**src/rtl/udpd_pkg.sv**
```systemverilog
// ----------------------------------------------------------------------------
// udpd_pkg
// Shared codes and types of the UDP port demultiplexer: request kinds,
// response status codes, slot index type and the slot lookup bundle.
// ----------------------------------------------------------------------------
package udpd_pkg;

   // Widest slot index the design supports (up to 256 slots)
   localparam int MAX_SLOT_W = 8;
   // UDP header size in bytes
   localparam int HDR_BYTES  = 8;

   typedef logic [MAX_SLOT_W-1:0] slot_idx_type;

   typedef enum logic [1:0] {
      KIND_HEADER  = 2'd0,
      KIND_PAYLOAD = 2'd1,
      KIND_RECEIVE = 2'd2,
      KIND_READ    = 2'd3
   } kind_type;

   typedef enum logic [3:0] {
      ST_DELIVERED  = 4'd0,
      ST_AUTOBOUND  = 4'd1,
      ST_FULL_DROP  = 4'd2,
      ST_SHORT_DROP = 4'd3,
      ST_DATA       = 4'd4,
      ST_NODATA     = 4'd5,
      ST_BOUND      = 4'd6,
      ST_TABLE_FULL = 4'd7,
      ST_BYTE       = 4'd8
   } status_type;

   // Result of one parallel port lookup over the slot table
   typedef struct packed {
      logic         hit;
      slot_idx_type hit_idx;
      logic         free;
      slot_idx_type free_idx;
   } lookup_type;

endpackage

```
**src/rtl/udpd_slot_table.sv**
```systemverilog
// ----------------------------------------------------------------------------
// udpd_slot_table
// Active flags and bound ports of all slots, with a parallel port match
// and a first-free search. Binds one slot per cycle on request.
// ----------------------------------------------------------------------------
module udpd_slot_table #(
   parameter int NUM_SLOTS = 16
) (
   input  logic                  clock,
   input  logic                  reset,
   input  logic [15:0]           lookup_port,
   output udpd_pkg::lookup_type  lookup,
   input  logic                  bind_en,
   input  udpd_pkg::slot_idx_type bind_idx,
   input  logic [15:0]           bind_port
);

   import udpd_pkg::*;

   logic [NUM_SLOTS-1:0] active_ff;
   logic [NUM_SLOTS-1:0] active_in;
   logic [15:0]          port_ff [NUM_SLOTS];
   logic [NUM_SLOTS-1:0] match;

   always_comb begin
      for (int i = 0; i < NUM_SLOTS; i++) begin
         match[i] = active_ff[i] && (port_ff[i] == lookup_port);
      end
   end

   // Lowest index wins for both searches
   always_comb begin
      lookup = '0;
      for (int i = NUM_SLOTS - 1; i >= 0; i--) begin
         if (match[i]) begin
            lookup.hit     = 1'b1;
            lookup.hit_idx = MAX_SLOT_W'(i);
         end
         if (!active_ff[i]) begin
            lookup.free     = 1'b1;
            lookup.free_idx = MAX_SLOT_W'(i);
         end
      end
   end

   always_comb begin
      for (int i = 0; i < NUM_SLOTS; i++) begin
         active_in[i] = active_ff[i] || (bind_en && (bind_idx == MAX_SLOT_W'(i)));
      end
   end

   always_ff @(posedge clock) begin
      if (reset) begin
         active_ff <= '0;
      end else begin
         active_ff <= active_in;
      end
      for (int i = 0; i < NUM_SLOTS; i++) begin
         if (bind_en && (bind_idx == MAX_SLOT_W'(i))) begin
            port_ff[i] <= bind_port;
         end
      end
   end

`ifndef SYNTHESIS
   a_match_unique: assert property (@(posedge clock) disable iff (reset)
      $onehot0(match))
      else $error("port bound to more than one slot");

   a_bind_needs_free: assert property (@(posedge clock) disable iff (reset)
      bind_en |-> lookup.free)
      else $error("bind with no free slot");

   a_active_grows: assert property (@(posedge clock) disable iff (reset)
      ##1 ($countones(active_ff) >= $past($countones(active_ff))))
      else $error("slot lost its binding");
`endif

endmodule

```
**config.mk**
```make
export PLATFORM = sky130hd
export DESIGN_NAME = udpd_slot_table
export DESIGN_NICKNAME = d
export VERILOG_FILES = /design/src/rtl/udpd_pkg.sv /design/src/rtl/udpd_slot_table.sv
export SDC_FILE = /design/constraint.sdc
export NUM_CORES = 1
export LEC_CHECK = 0
export BUFFER_PORTS_ARGS = -buffer_cell sky130_fd_sc_hd__buf_2
export CORE_UTILIZATION = 60
export DETAILED_ROUTE_END_ITERATION = 7
export MAX_ROUTING_LAYER = met4
export PLACE_DENSITY = 0.89
export SYNTH_ARGS = -nofsm -noshare
export SYNTH_HDL_FRONTEND = slang
export SYNTH_SLANG_ARGS = --single-unit
```
**constraint.sdc**
```tcl
create_clock -name clock -period 5.4 [get_ports clock]
set_input_delay 1.35 -clock clock [delete_from_list [all_inputs] [get_ports clock]]
set_output_delay 1.35 -clock clock [all_outputs]
set_load 0.005 [all_outputs]
```
==> tab_implementation.tex <==
\begin{tabular}{lr}
\hline
Metric & Value \\
\hline
\multicolumn{2}{l}{\textbf{Critical path}} \\
Delay of the slowest critical-path stage & 580 ps \\
Kind of start point of the critical path & primary input \\
Data arrival time of the worst path & 3780 ps \\
Required time of the worst setup path & 4050 ps \\
Critical path class & in2out \\
Worst-path fanout max & 8 \\
Worst setup EP type & output pin \\
CP max-delay cell & nor4\_1 \\
Cell seen most often among critical-path stages & buf\_2 \\
List of cells traversed by the critical path & buf\_2, buf\_4, xnor2\_1, nand4\_1, nor4\_1, nand3\_1, a2111oi\_0, o2bb2ai\_1, buf\_2 \\
\multicolumn{2}{l}{\textbf{Timing}} \\
Final Hold Vio Count & 0 \\
Slew at the pin with the worst max-slew slack & 740.0 ps \\
Setup Total Neg Slack & 0 ps \\
RSZ-0062 raised after global routing & no \\
Count of pins over their slew limit & 0 \\
Maximum clock skew at final layout & 0 ps \\
Count of endpoints failing setup in the final report & 0 \\
Min cycle time layout & 5134 ps \\
Highest clock frequency the design can meet & 0.1948 GHz \\
Final critical-path share of the clock period & 95.07\% \\
Headroom to the max-slew limit & 50.21\% \\
\multicolumn{2}{l}{\textbf{Yosys}} \\
Largest cells by area after synthesis & edfxtp\_1, xnor2\_1, xor2\_1 \\
Count of cell types in the netlist & 45 \\
Largest area contributor in the synthesized netlist & edfxtp\_1 \\
Register bit total from synthesis & 272 \\
Ys Warns & 0 \\
Share of the synthesized area in the top cell type & 64.21\% \\
Number of enable-type register cells in the synthesized netlist & 256 \\
Share of async-settable or async-resettable flops after synthesis & 0\% \\
Mapped Area & 11970 um2 \\
Dominant cell by count in the synthesized netlist & edfxtp\_1 \\
Share of synthesized area occupied by flip-flops and latches & 66.88\% \\
Commonest cells post-synth & edfxtp\_1, xnor2\_1, xor2\_1 \\
Mapped Cells & 780 \\
Ys flop type & edfxtp\_1 \\
Synth Area per Inst & 15.35 um2 \\
\multicolumn{2}{l}{\textbf{Global routing}} \\
Final global-route overflow total & 0 \\
Wire length of the first global-routing pass & 43.69 mm \\
Maximum number of pins on one net before global-route repair & 18 \\
Number of global-route vias before repair & 6960 \\
Antenna violations before repair & 3 \\
Overall track demand over capacity in global routing & 31.61\% \\
\multicolumn{2}{l}{\textbf{Final layout}} \\
Area Overhead vs Synth & 11.78\% \\
Number of nets in the finished design & 913 \\
Share of layout cells above drive strength 1 & 18.65\% \\
\multicolumn{2}{l}{\textbf{Clock tree}} \\
Post-CTS sizing & 0 \\
Number of buffers created by CTS & 26 \\
H-tree depth reported by CTS & 1 \\
Setup repair bufs after CTS & 0 \\
Library cell used as clock root buffer & clkbuf\_16 \\
CTS tree & done \\
Number of clock sinks & 272 \\
CTS hold repair buffers & 0 \\
Clock insertion delay at the later pin of the skew report & 520 ps \\
Buffers from clock root to sink, at most & 3 \\
CTS clk-pin slew, worst paths & 60 ps \\
\multicolumn{2}{l}{\textbf{Floorplanning}} \\
Number of rows in the core area & 51 \\
Die Wd & 143.3 um \\
Die Outline Area & 20520 um2 \\
Core area & 19530 um2 \\
Effective utilization at floorplan & 61.32\% \\
I/O pin count & 61 \\
Die Span Y & 143.3 um \\
\multicolumn{2}{l}{\textbf{Power and ir drop}} \\
Pwr Total & 4365 uW \\
Peak supply drop & 297.3 uV \\
Leakage power total & 0.004262 uW \\
Power per cell area & 326.2 nW/um2 \\
\multicolumn{2}{l}{\textbf{Job}} \\
Max-cap violations & 0 \\
\multicolumn{2}{l}{\textbf{Route}} \\
Vias per inst & 6.056 \\
Final WL & 29.65 mm \\
Post-detailed-route wirelength per cell & 25.63 um \\
Drt first pass iters & 5 \\
Vias & 7007 \\
Count of nets left with antenna violations after detail routing & 0 \\
DRC violation total after the first TritonRoute iteration & 719 \\
DRC violations left & 0 \\
\multicolumn{2}{l}{\textbf{Placement}} \\
Final weighted congestion in routability-driven placement & 0.9654 \\
Count of buffers from port buffering & 52 \\
Post-DP HPWL & 18.91 mm \\
\multicolumn{2}{l}{\textbf{Hold path}} \\
Class of the most critical hold timing path & reg2reg \\
\multicolumn{2}{l}{\textbf{Run status}} \\
Outcome & complete, no violations \\
\hline
\end{tabular}
[layout make-up]
cell class	instances	area [um2]
antenna	2	5.005
clock buffer	30	686.9
clock inverter	18	158.9
fill	1286	6143
inverter	5	18.77
multi-input combinational	469	3558
sequential	272	8008
tap	265	331.6
timing repair buffer	96	615.6
[per-stage QoR]
step | setup slack [ps] | hold slack [ps] | util (%) | std cells | instance area, um2
after floorplan | 1223 | 479.1 | - | 787 | 12000
after global placement | 399.6 | 509.2 | 64.18 | 1107 | 12530
after detailed placement | 324.2 | 516.7 | 64.18 | 1107 | 12530
after CTS | 317.2 | 525.9 | 68.51 | 1155 | 13380
after global routing | 183.9 | 577.5 | 68.54 | 1157 | 13380
final | 266.4 | 527.0 | 68.54 | 1157 | 13380
[path summary, 6_finish.rpt]
path                            cells after the start            start  slack, ps      endpoint
worst min register to register                      2     active_ff[8]        530  active_ff[8]
worst max-delay path                                9  lookup_port[14]        270     lookup[9]
worst min-delay path                                2     active_ff[8]        530  active_ff[8]
worst max register to register                      1     active_ff[2]       4710  active_ff[2]
[worst max-delay path: cells and delay by family]
family / cells / cell delay, ps
AOI/OAI and AO/OA: 2 / 670
xor gates and xnor gates: 1 / 140
buffers and inverters: 3 / 760
and+or+nand+nor: 3 / 860
[sequential cells by signal (all words and copies together) (netlist names)]
name / cells
active_ff: 16
port_ff: 256
[kinds of logic (layout without fill, tap and decap cells)]
logic type             Yosys count  in the layout  synth area share [%]
flip-flops                     272            272                 66.88
AND/OR/NAND/NOR                177            177                 8.454
other                            1             10               0.03132
AO/OA/AOI/OAI                   28             28                 1.808
XOR/XNOR                       256            256                 19.04
buffers and inverters           46            149                 3.783
[layer usage]
metal	GRT usage, %	up-vias	wire (um)
li1	-	2984	-
met1	40.52	3470	11030
met2	50.27	472	14310
met3	5.634	81	3243
met4	12.82	0	1060
met5	-	-	0
[layout by cell type (no fill, tap or decap), types with 2 or more instances in the layout]
cell type	Yosys	final
o21ai_1	2	2
edfxtp_1	256	256
nand4_1	45	45
nand4_2	2	2
clkinvlp_4	0	6
clkinv_1	0	3
buf_2	4	52
nor4_2	8	8
buf_4	11	42
xnor2_2	5	5
and2_1	3	3
dfxtp_1	16	16
nor4_4	2	2
clkbuf_1	1	3
buf_12	4	2
bufinv_16	0	2
nor2_1	45	45
nand2_1	19	19
nor4_1	21	21
nand3_1	11	11
nor3_2	0	4
xor2_1	68	68
nor3_1	12	8
conb_1	1	8
a21oi_1	3	3
o21ba_2	4	4
xnor2_1	183	183
diode_2	0	2
nor2b_1	2	2
o21ai_0	3	3
inv_1	5	5
clkinv_2	0	5
a21boi_0	3	3
clkbuf_16	0	27
clkinv_4	0	2
a31oi_1	2	2
nand2b_1	4	4
[report_power, final]
part	switching, uW	leakage, uW	internal, uW
sequential	2.17	0.00243	2310
clock	779	0.000398	1010
combinational	173	0.00143	90.0
No activity file was read; power rests on OpenSTA's default activity.
