===== src/rtl/udpd_ram.sv =====
// ----------------------------------------------------------------------------
// udpd_ram
// Generic simple dual-port RAM: one write port, one read port, read data
// registered.
// ----------------------------------------------------------------------------
module udpd_ram #(
   parameter int  WIDTH  = 8,
   parameter int  DEPTH  = 16,
   localparam int ADDR_W = (DEPTH > 1) ? $clog2(DEPTH) : 1
) (
   input  logic              clock,
   input  logic              wr_en,
   input  logic [ADDR_W-1:0] wr_addr,
   input  logic [WIDTH-1:0]  wr_data,
   input  logic              rd_en,
   input  logic [ADDR_W-1:0] rd_addr,
   output logic [WIDTH-1:0]  rd_data
);

   logic [WIDTH-1:0] mem [DEPTH];
   logic [WIDTH-1:0] rd_data_ff;

   always_ff @(posedge clock) begin
      if (wr_en) begin
         mem[wr_addr] <= wr_data;
      end
      if (rd_en) begin
         rd_data_ff <= mem[rd_addr];
      end
   end

   assign rd_data = rd_data_ff;

endmodule


===== config.mk =====
export PLATFORM = sky130hd
export DESIGN_NAME = udpd_ram
export DESIGN_NICKNAME = d
export VERILOG_FILES = /design/src/rtl/udpd_ram.sv
export SDC_FILE = /design/constraint.sdc
export NUM_CORES = 1
export LEC_CHECK = 0
export ABC_AREA = 1
export ABC_CLOCK_PERIOD_IN_PS = 2770
export BUFFER_PORTS_ARGS = -buffer_cell sky130_fd_sc_hd__buf_2
export CORE_ASPECT_RATIO = 1.5
export CORE_UTILIZATION = 52
export CTS_CLUSTER_SIZE = 25
export DETAILED_ROUTE_END_ITERATION = 8
export PLACE_DENSITY = 0.7
export SYNTH_ARGS = -nofsm -noshare
export SYNTH_HDL_FRONTEND = slang
export SYNTH_SLANG_ARGS = --single-unit

===== constraint.sdc =====
create_clock -name clock -period 2.77 [get_ports clock]
set_input_delay 0.1385 -clock clock [delete_from_list [all_inputs] [get_ports clock]]
set_output_delay 0.1385 -clock clock [all_outputs]
set_load 0.01 [all_outputs]

==> results of run 1 <==
## state kept, by name, summed over array words and instances (netlist names)
| signal | count |
|---|---|
| mem | 128 |
| rd_data | 8 |
## cells by family after synthesis
family        share of synthesized area
simple gates                      0.208
flops                             0.698
buf+inv                          0.0939
## power by group through the flow
stage          clock [W]  sequential [W]  combinational, W
6_report         0.00199         0.00233          0.000269
5_1_grt          0.00207         0.00234          0.000300
4_1_cts          0.00199         0.00233          0.000269
3_5_place_dp           0         0.00237          0.000266
3_3_place_gp           0         0.00237          0.000262
2_1_floorplan          0         0.00238          0.000163
## final cells by class
cell class | count | area (um^2) | share of cell area
Clock buffer | 18 | 429 | 0.0656
Clock inverter | 11 | 86.3 | 0.0132
Inverter | 102 | 383 | 0.0586
Multi-Input combinational cell | 289 | 1210 | 0.186
Sequential cell | 136 | 4080 | 0.625
Tap cell | 147 | 184 | 0.0281
Timing Repair Buffer | 28 | 158 | 0.0241
## stage by stage
| step | setup WS (ps) | cell area (um^2) |
|---|---|---|
| floorplan | 1680 | 5850 |
| global placement | 878 | 6020 |
| detailed placement | 838 | 6020 |
| CTS | 1270 | 6540 |
| global route | 1130 | 6540 |
| finish | 1230 | 6540 |
## path summary, 6_finish.rpt
kind	cells after the start	endpoint	from	slack, ps
hold reg to reg	6	rd_data[4]$_DFFE_PP_	mem[14][4]$_DFFE_PP_	740
setup reg to reg	6	rd_data[3]$_DFFE_PP_	mem[7][3]$_DFFE_PP_	1530
hold / removal	1	rd_data[7]$_DFFE_PP_	rd_en	90
setup / recovery	6	rd_data[3]$_DFFE_PP_	rd_addr[1]	1230
## routing by layer
layer / up-vias / track usage
met1: 1772 / 0.286
met4: 0 / 0.128
met3: 36 / 0.0570
met5: - / 0
met2: 167 / 0.382
li1: 1821 / -
## cells in the final DEF (no fill, tap or decap), drive strengths merged
master / instances
buf: 28
nand3: 97
clkbuf: 18
nor2: 17
edfxtp: 136
nand3b: 2
bufinv: 1
nand2: 173
clkinvlp: 1
clkinv: 9
inv: 102
==> results_dict.tcl, run 1 <==
set metrics [dict create \
    status "complete, no violations" \
    layout-drive-gt1-share 0.0942 \
    powerDensity_nw_per_um2 702 \
    combPwrFrac 0.059 \
    setup_viol 0 \
    p_int_w 0.00359 \
    placedCellCount 702 \
    ys_warn_count 0 \
    cts_tree "yes" \
    hold_class "in -> reg" \
    area_growth_syn_to_layout_pct 11.8 \
    yosysTopAreaCell "edfxtp_1" \
    htreeDepth 4 \
    numCtsBuffers 17 \
    critical_path_class "in -> reg" \
    synth_area_leaders "edfxtp_1 (70%), nand2_1 (11%), nand3_1 (8.3%)" \
    worst_hold_slack_ps 86.2 \
    via_count 3796 \
    initial_utilization 0.532 \
    drtPass1Iterations 5 \
    layout.nets 593 \
    diodes 0 \
    cts-root-buf "clkbuf_16" \
    finalSetupTns_ps 0 \
    finalHoldViolCount 0 \
    met1_length_um 4800 \
    ctsHoldBuffers 0 \
    fin_skew_ps 6.51 \
    clk_latency_ps 420 \
    ys_seq_area_frac 0.698 \
    synth_commonest_cells "nand2_1 (173), edfxtp_1 (136), inv_1 (100), nand3_1 (97), nor2_1 (17)" \
    synth_ff_type "edfxtp_1" \
    synth_top_cell_area_share 0.698 \
    fmax_mhz 649 \
    swShare 0.217 \
    cp.required_ps 2950 \
    netlist_area_um2 5850 \
    crit_slowest_cell "buf_2" \
    peakVddDrop_v 0.000456 \
    port_buffers 26 \
    io_pins 27 \
    grt_max_degree 65 \
    max_slew_margin 0.392 \
    fin_crit_ps 1540 \
    grt_pass1_vias 3840 \
    globalRouteTotalUtil 0.236 \
    cp_cell_sequence "buf_2, inv_2, nand3_1, nand3_1, nand3_1, nand2_1" \
    synth_edf_count 136 \
    crit_path_frequent_cell "nand3_1" \
    total_power_w 0.00459 \
    synthArstFlopShare 0 \
    post_cts_resized 0 \
    dieArea_um2 11700 \
    rsz0062_at_grt "false" \
    cp_top_family "buffers and inverters" \
    ys_types 11 \
    viasPerCell 5.19 \
    die_w_um 88.6 \
    power_switching_w 0.000998 \
    worstSetupStartpointType "input pin" \
    die_h_um 132 \
    final_cells 731 \
    wl_per_cell_um 16.9 \
    syn_nets 570 \
    routed.top_layer "met4" \
    hpwl_um 7590 \
    path_max_fanout 33 \
    cp_num_buf_inv 2 \
    synthMostInstantiatedCell "nand2_1" \
    end_kind "flop" \
    seqPwrFrac 0.508 \
    total_leakage_power_nw 2.80 \
    routed_wl_um 12300 \
    cpPeakStageDelay_ps 520 \
    grt_pass1_wl_um 19700 \
    ant_nets 0 \
    tightestPinTransition_ps 909 \
    std_cell_rows 47 \
    finalCritPeriodShare 0.556 \
    cts_setup_buffers 0 \
    cts_sinks 136 \
    syn_area_per_cell_um2 10.6 \
    globalplace.congestion 0.828 \
    drt_iter0_drc 283 \
    grt_antenna_before_repair 0 \
    drv_slew 0 \
    cap_violations 0 \
    core-area_um2 11000 \
    remaining_drc_errors 0 \
    final_util 0.594 \
    fillCellCount 899 \
    synth_seq_cells 136 \
    routed-wl-met3_um 700 \
    pwr-share-clk 0.433 \
    clk_pin_slew_ps 60 \
    grt-ovfl-total 0 \
    dr_wl_met2_um 6270 \
    synthCells 551 \
    cts_buffer_depth 2 \
    cp_data_arrival_time_ps 1720 \
]
(Power assumes the default switching activity.)
==> inputs of run 2 (changes only) <==
- ABC_CLOCK_PERIOD_IN_PS: 2770 -> 1300
- PLACE_DENSITY: 0.7 -> 0.73
- clock period: 2.77 -> 1.3 ns (I/O delays scaled with it)
==> results_dict.tcl, run 2 (same netlist as run 1, synthesis figures left out) <==
set metrics [dict create \
    via_count 3870 \
    layout_commonest_cell "nand2_1" \
    seqPwrFrac 0.487 \
    cts_sinks 136 \
    path_max_fanout 1 \
    reg2regPathDepth 6 \
    dieArea_um2 11700 \
    remaining_drc_errors 0 \
    largest_reg_flops 128 \
    diodes 0 \
    initial_utilization 0.532 \
    total_power_w 0.0102 \
    finalHoldViolCount 0 \
    layout.nets 616 \
    core-area_um2 11000 \
    std_cell_rows 47 \
    p_int_w 0.00810 \
    cts_buffer_depth 2 \
    fin_skew_ps 6.64 \
    cp_num_buf_inv 1 \
    crit_slowest_cell "edfxtp_1" \
    hold_class "in -> reg" \
    clk_latency_ps 420 \
    ant_nets 0 \
    final_cell_mix "nand2_1 (173), edfxtp_1 (136), inv_1 (100), nand3_1 (97), buf_2 (26)" \
    fmax_mhz 844 \
    cp_top_family "simple AND/OR/NAND/NOR gates" \
    critical_path_class "reg -> reg" \
    wl_per_cell_um 16.8 \
    globalRouteTotalUtil 0.236 \
    grt_pass1_vias 3707 \
    die_h_um 132 \
    cp.required_ps 1480 \
    finalSetupTns_ps 0 \
    multi_input_area_um2 1210 \
    cpPeakStageDelay_ps 380 \
    finalCritPeriodShare 0.911 \
    pwr-share-clk 0.453 \
    io_pins 27 \
    placed_cell_area_um2 6220 \
    grt_pass1_wl_um 19400 \
    cts-root-buf "clkbuf_16" \
    globalplace.congestion 0.852 \
    fin_crit_ps 1180 \
    grt-ovfl-total 0 \
    grt_max_degree 35 \
    worst-r2r-setup-slack_ps 120 \
    register_area_um2 4080 \
    combPwrFrac 0.060 \
    final_util 0.619 \
    port_buffers 26 \
    area_growth_syn_to_layout_pct 16.3 \
    hpwl_um 8080 \
    die_w_um 88.6 \
    post_cts_resized 0 \
    r2r-end "rd_data[4]$_DFFE_PP_" \
    peakVddDrop_v 0.000930 \
    crit_path_frequent_cell "nand3_1" \
    layout-drive-gt1-share 0.125 \
    grt_antenna_before_repair 0 \
    power_switching_w 0.00211 \
    viasPerCell 5.12 \
    cp_num_cells 6 \
    tightestPinTransition_ps 586 \
    cts_tree "yes" \
    drtPass1Iterations 5 \
    powerDensity_nw_per_um2 1500 \
    worstSetupStartpointType "flop" \
    numCtsBuffers 17 \
    cp-endpoint "rd_data[4]$_DFFE_PP_" \
    registers.top_by_ff_count "mem" \
    swShare 0.206 \
    cp_data_arrival_time_ps 1360 \
    cp_cell_sequence "inv_1, nand2_1, nand3_1, nand3_1, nand3_1, nand2_1" \
    end_kind "flop" \
    drt_iter0_drc 298 \
    rsz0062_at_grt "false" \
    routed_wl_um 12700 \
    htreeDepth 4 \
    fillCellCount 847 \
    drv_slew 0 \
    max_slew_margin 0.609 \
    setup_viol 0 \
    r2r-start "mem[5][4]$_DFFE_PP_" \
    crit_start "mem[5][4]$_DFFE_PP_" \
    design_area_um2 6800 \
    cap_violations 0 \
    status "complete, no violations" \
    clk_pin_slew_ps 50 \
    total_leakage_power_nw 2.95 \
]
## run 2: changes by cell type in the layout (fill, tap and decap cells not counted), sizes merged
cell / previous run / this run
dlygate4sd3: 0 / 1
clkinv: 9 / 7
clkbuf: 18 / 20
buf: 28 / 50
bufinv: 1 / 3
## run 2: layout make-up
cell class,instances,share of cell area
Timing Repair Buffer,51,0.0544
Clock inverter,11,0.0193
Sequential cell,136,0.600
Multi-Input combinational cell,289,0.178
Inverter,102,0.0563
Clock buffer,20,0.0642
Tap cell,147,0.0270
## run 2: power groups by stage
stage	sequential, W	combinational [W]	clock, W
finish	0.00497	0.000612	0.00462
CTS	0.00497	0.000614	0.00466
floorplan	0.00506	0.000346	0
global placement	0.00506	0.000599	0
global route	0.00498	0.000675	0.00482
detailed placement	0.00506	0.000607	0
## run 2: worst min path at each step
stage / from / end / slack (ps) / cells past startpoint
5_1_grt: wr_data[1] / mem[6][1]$_DFFE_PP_ / 70 / 1
6_report: wr_data[1] / mem[6][1]$_DFFE_PP_ / 60 / 1
2_1_floorplan: wr_data[0] / mem[0][0]$_DFFE_PP_ / 160 / 0
4_1_cts: wr_data[1] / mem[6][1]$_DFFE_PP_ / 60 / 1
3_3_place_gp: rd_en / rd_data[1]$_DFFE_PP_ / 430 / 1
3_5_place_dp: rd_en / rd_data[1]$_DFFE_PP_ / 440 / 1
## run 2: what timing repair did
item | in CTS | in global routing
setup endpoints to repair | 0 | 0
hold buffers | 1 | 0
setup buffers | 0 | 0
hold endpoints to repair | 1 | 0
## run 2: stage by stage
step           worst slack [ps]  hold slack, ps  std cells
2_1_floorplan               284             164        551
3_3_place_gp               28.3             431        724
3_5_place_dp               32.3             436        724
4_1_cts                     108            57.5        756
5_1_grt                    32.3            68.9        756
6_report                    115            58.9        756
## run 2: per-layer routing
metal | part of all wire | routed length [um] | GRT usage | vias to the layer above
li1 | - | - | - | 1875
met1 | 0.38 | 4810 | 0.277 | 1809
met2 | 0.52 | 6580 | 0.385 | 141
met3 | 0.049 | 615 | 0.0545 | 45
met4 | 0.053 | 675 | 0.148 | 0
met5 | 0 | 0 | 0 | -
## run 2: worst register-to-register path: stages (launching register included)
cell	delay, ps
edfxtp_1	380
inv_1	80
nand2_1	50
nand3_1	80
nand3_1	160
nand3_1	130
nand2_1	50
==> inputs of run 3 (changes only) <==
- RECOVER_POWER: default -> 50
==> results_dict.tcl, run 3 (same netlist as run 1, synthesis figures left out) <==
set metrics [dict create \
    diodes 0 \
    largest_reg_flops 128 \
    finalCritPeriodShare 0.922 \
    drv_slew 0 \
    cp_cell_sequence "inv_1, nand2_1, nand3_1, nand3_1, nand3_1, nand2_1" \
    cp_data_arrival_time_ps 1370 \
    routed_wl_um 12700 \
    layout.nets 616 \
    path_max_fanout 1 \
    wl_per_cell_um 16.7 \
    cts_tree "yes" \
    drt_iter0_drc 275 \
    initial_utilization 0.532 \
    io_pins 27 \
    critical_path_class "reg -> reg" \
    registers.top_by_ff_count "mem" \
    grt_antenna_before_repair 0 \
    ant_nets 0 \
    finalHoldViolCount 0 \
    viasPerCell 5.10 \
    fin_skew_ps 7.42 \
    status "complete, no violations" \
    setup_viol 0 \
    numCtsBuffers 17 \
    grt_pass1_wl_um 19400 \
    final_cells 756 \
    area_growth_syn_to_layout_pct 15.9 \
    max_slew_margin 0.372 \
    clk_pin_slew_ps 50 \
    rsz0062_at_grt "false" \
    crit_slowest_cell "edfxtp_1" \
    hpwl_um 8080 \
    remaining_drc_errors 0 \
    die_w_um 88.6 \
    clk_latency_ps 420 \
    hold_class "in -> reg" \
    post_cts_resized 0 \
    final_cell_mix "nand2_1 (173), edfxtp_1 (136), inv_1 (100), nand3_1 (97)" \
    cpPeakStageDelay_ps 380 \
    die_h_um 132 \
    grt_max_degree 35 \
    tightestPinTransition_ps 942 \
    finalSetupTns_ps 0 \
    cap_violations 0 \
    std_cell_rows 47 \
    layout_commonest_cell "nand2_1" \
    htreeDepth 4 \
    dieArea_um2 11700 \
    cts-root-buf "clkbuf_16" \
    ctsHoldBuffers 1 \
    total_leakage_power_nw 2.91 \
    fin_crit_ps 1200 \
    globalplace.congestion 0.852 \
    port_buffers 26 \
    cts_buffer_depth 2 \
    placedCellCount 724 \
    cts_setup_buffers 0 \
    end_kind "flop" \
    cp.required_ps 1470 \
    fillCellCount 858 \
    grt-ovfl-total 0 \
    via_count 3855 \
    worstSetupStartpointType "flop" \
    peakVddDrop_v 0.000930 \
    cts_sinks 136 \
    drtPass1Iterations 5 \
    grt_pass1_vias 3707 \
    globalRouteTotalUtil 0.236 \
    powerDensity_nw_per_um2 1500 \
    crit_path_frequent_cell "nand3_1" \
    core-area_um2 11000 \
    layout-drive-gt1-share 0.103 \
    fmax_mhz 835 \
]
## run 3: cell count changes in the layout (fill, tap and decap cells not counted), sizes merged
| cell | before | now |
|---|---|---|
| buf | 50 | 37 |
| clkbuf | 20 | 33 |
## run 3: worst paths after layout
path	startpoint	endpoint	slack (ps)	cells after the start
setup / recovery	mem[5][4]$_DFFE_PP_	rd_data[4]$_DFFE_PP_	100	6
hold / removal	rd_addr[3]	rd_data[4]$_DFFE_PP_	110	3
setup reg to reg	mem[5][4]$_DFFE_PP_	rd_data[4]$_DFFE_PP_	100	6
hold reg to reg	mem[2][6]$_DFFE_PP_	rd_data[6]$_DFFE_PP_	760	6
## run 3: area by class of cell
| type | count | area, um^2 | share of cell area |
|---|---|---|---|
| clock inverters | 11 | 131 | 0.0194 |
| flip-flops and latches | 136 | 4080 | 0.602 |
| inverters | 102 | 383 | 0.0565 |
| well taps | 147 | 184 | 0.0271 |
| multi-input cells | 289 | 1210 | 0.179 |
| clock buffers | 20 | 437 | 0.0644 |
| repair buffers | 51 | 347 | 0.0511 |
## run 3: metal layers
layer	vias to the layer above	routed length [um]	global-route usage
met4	0	740	0.148
met3	46	710	0.0545
met2	155	6550	0.385
met5	-	0	0
li1	1875	-	-
met1	1779	4650	0.277
## run 3: worst max-delay path: cells and delay by family, from the launching register on
kind / cells / cell delay [ps]
simple gates: 5 / 490
flops: 1 / 380
buf+inv: 1 / 80
## run 3: per-stage QoR
stage               hold WS (ps)  worst slack (ps)  power [W]  cell area, um^2   util
floorplan                    164               284    0.00541             5850      -
global placement             431              28.3    0.00566             6220  0.566
detailed placement           436              32.3    0.00567             6220  0.566
CTS                         57.5               108     0.0102             6800  0.619
global route                 117              32.3     0.0105             6780  0.616
finish                       107               102     0.0102             6780  0.616
## run 3: report_power, final
group | total, W | internal, W | switching [W]
sequential | 0.00498 | 0.00495 | 0.0000302
combinational | 0.000606 | 0.000185 | 0.000422
clock | 0.00461 | 0.00297 | 0.00165
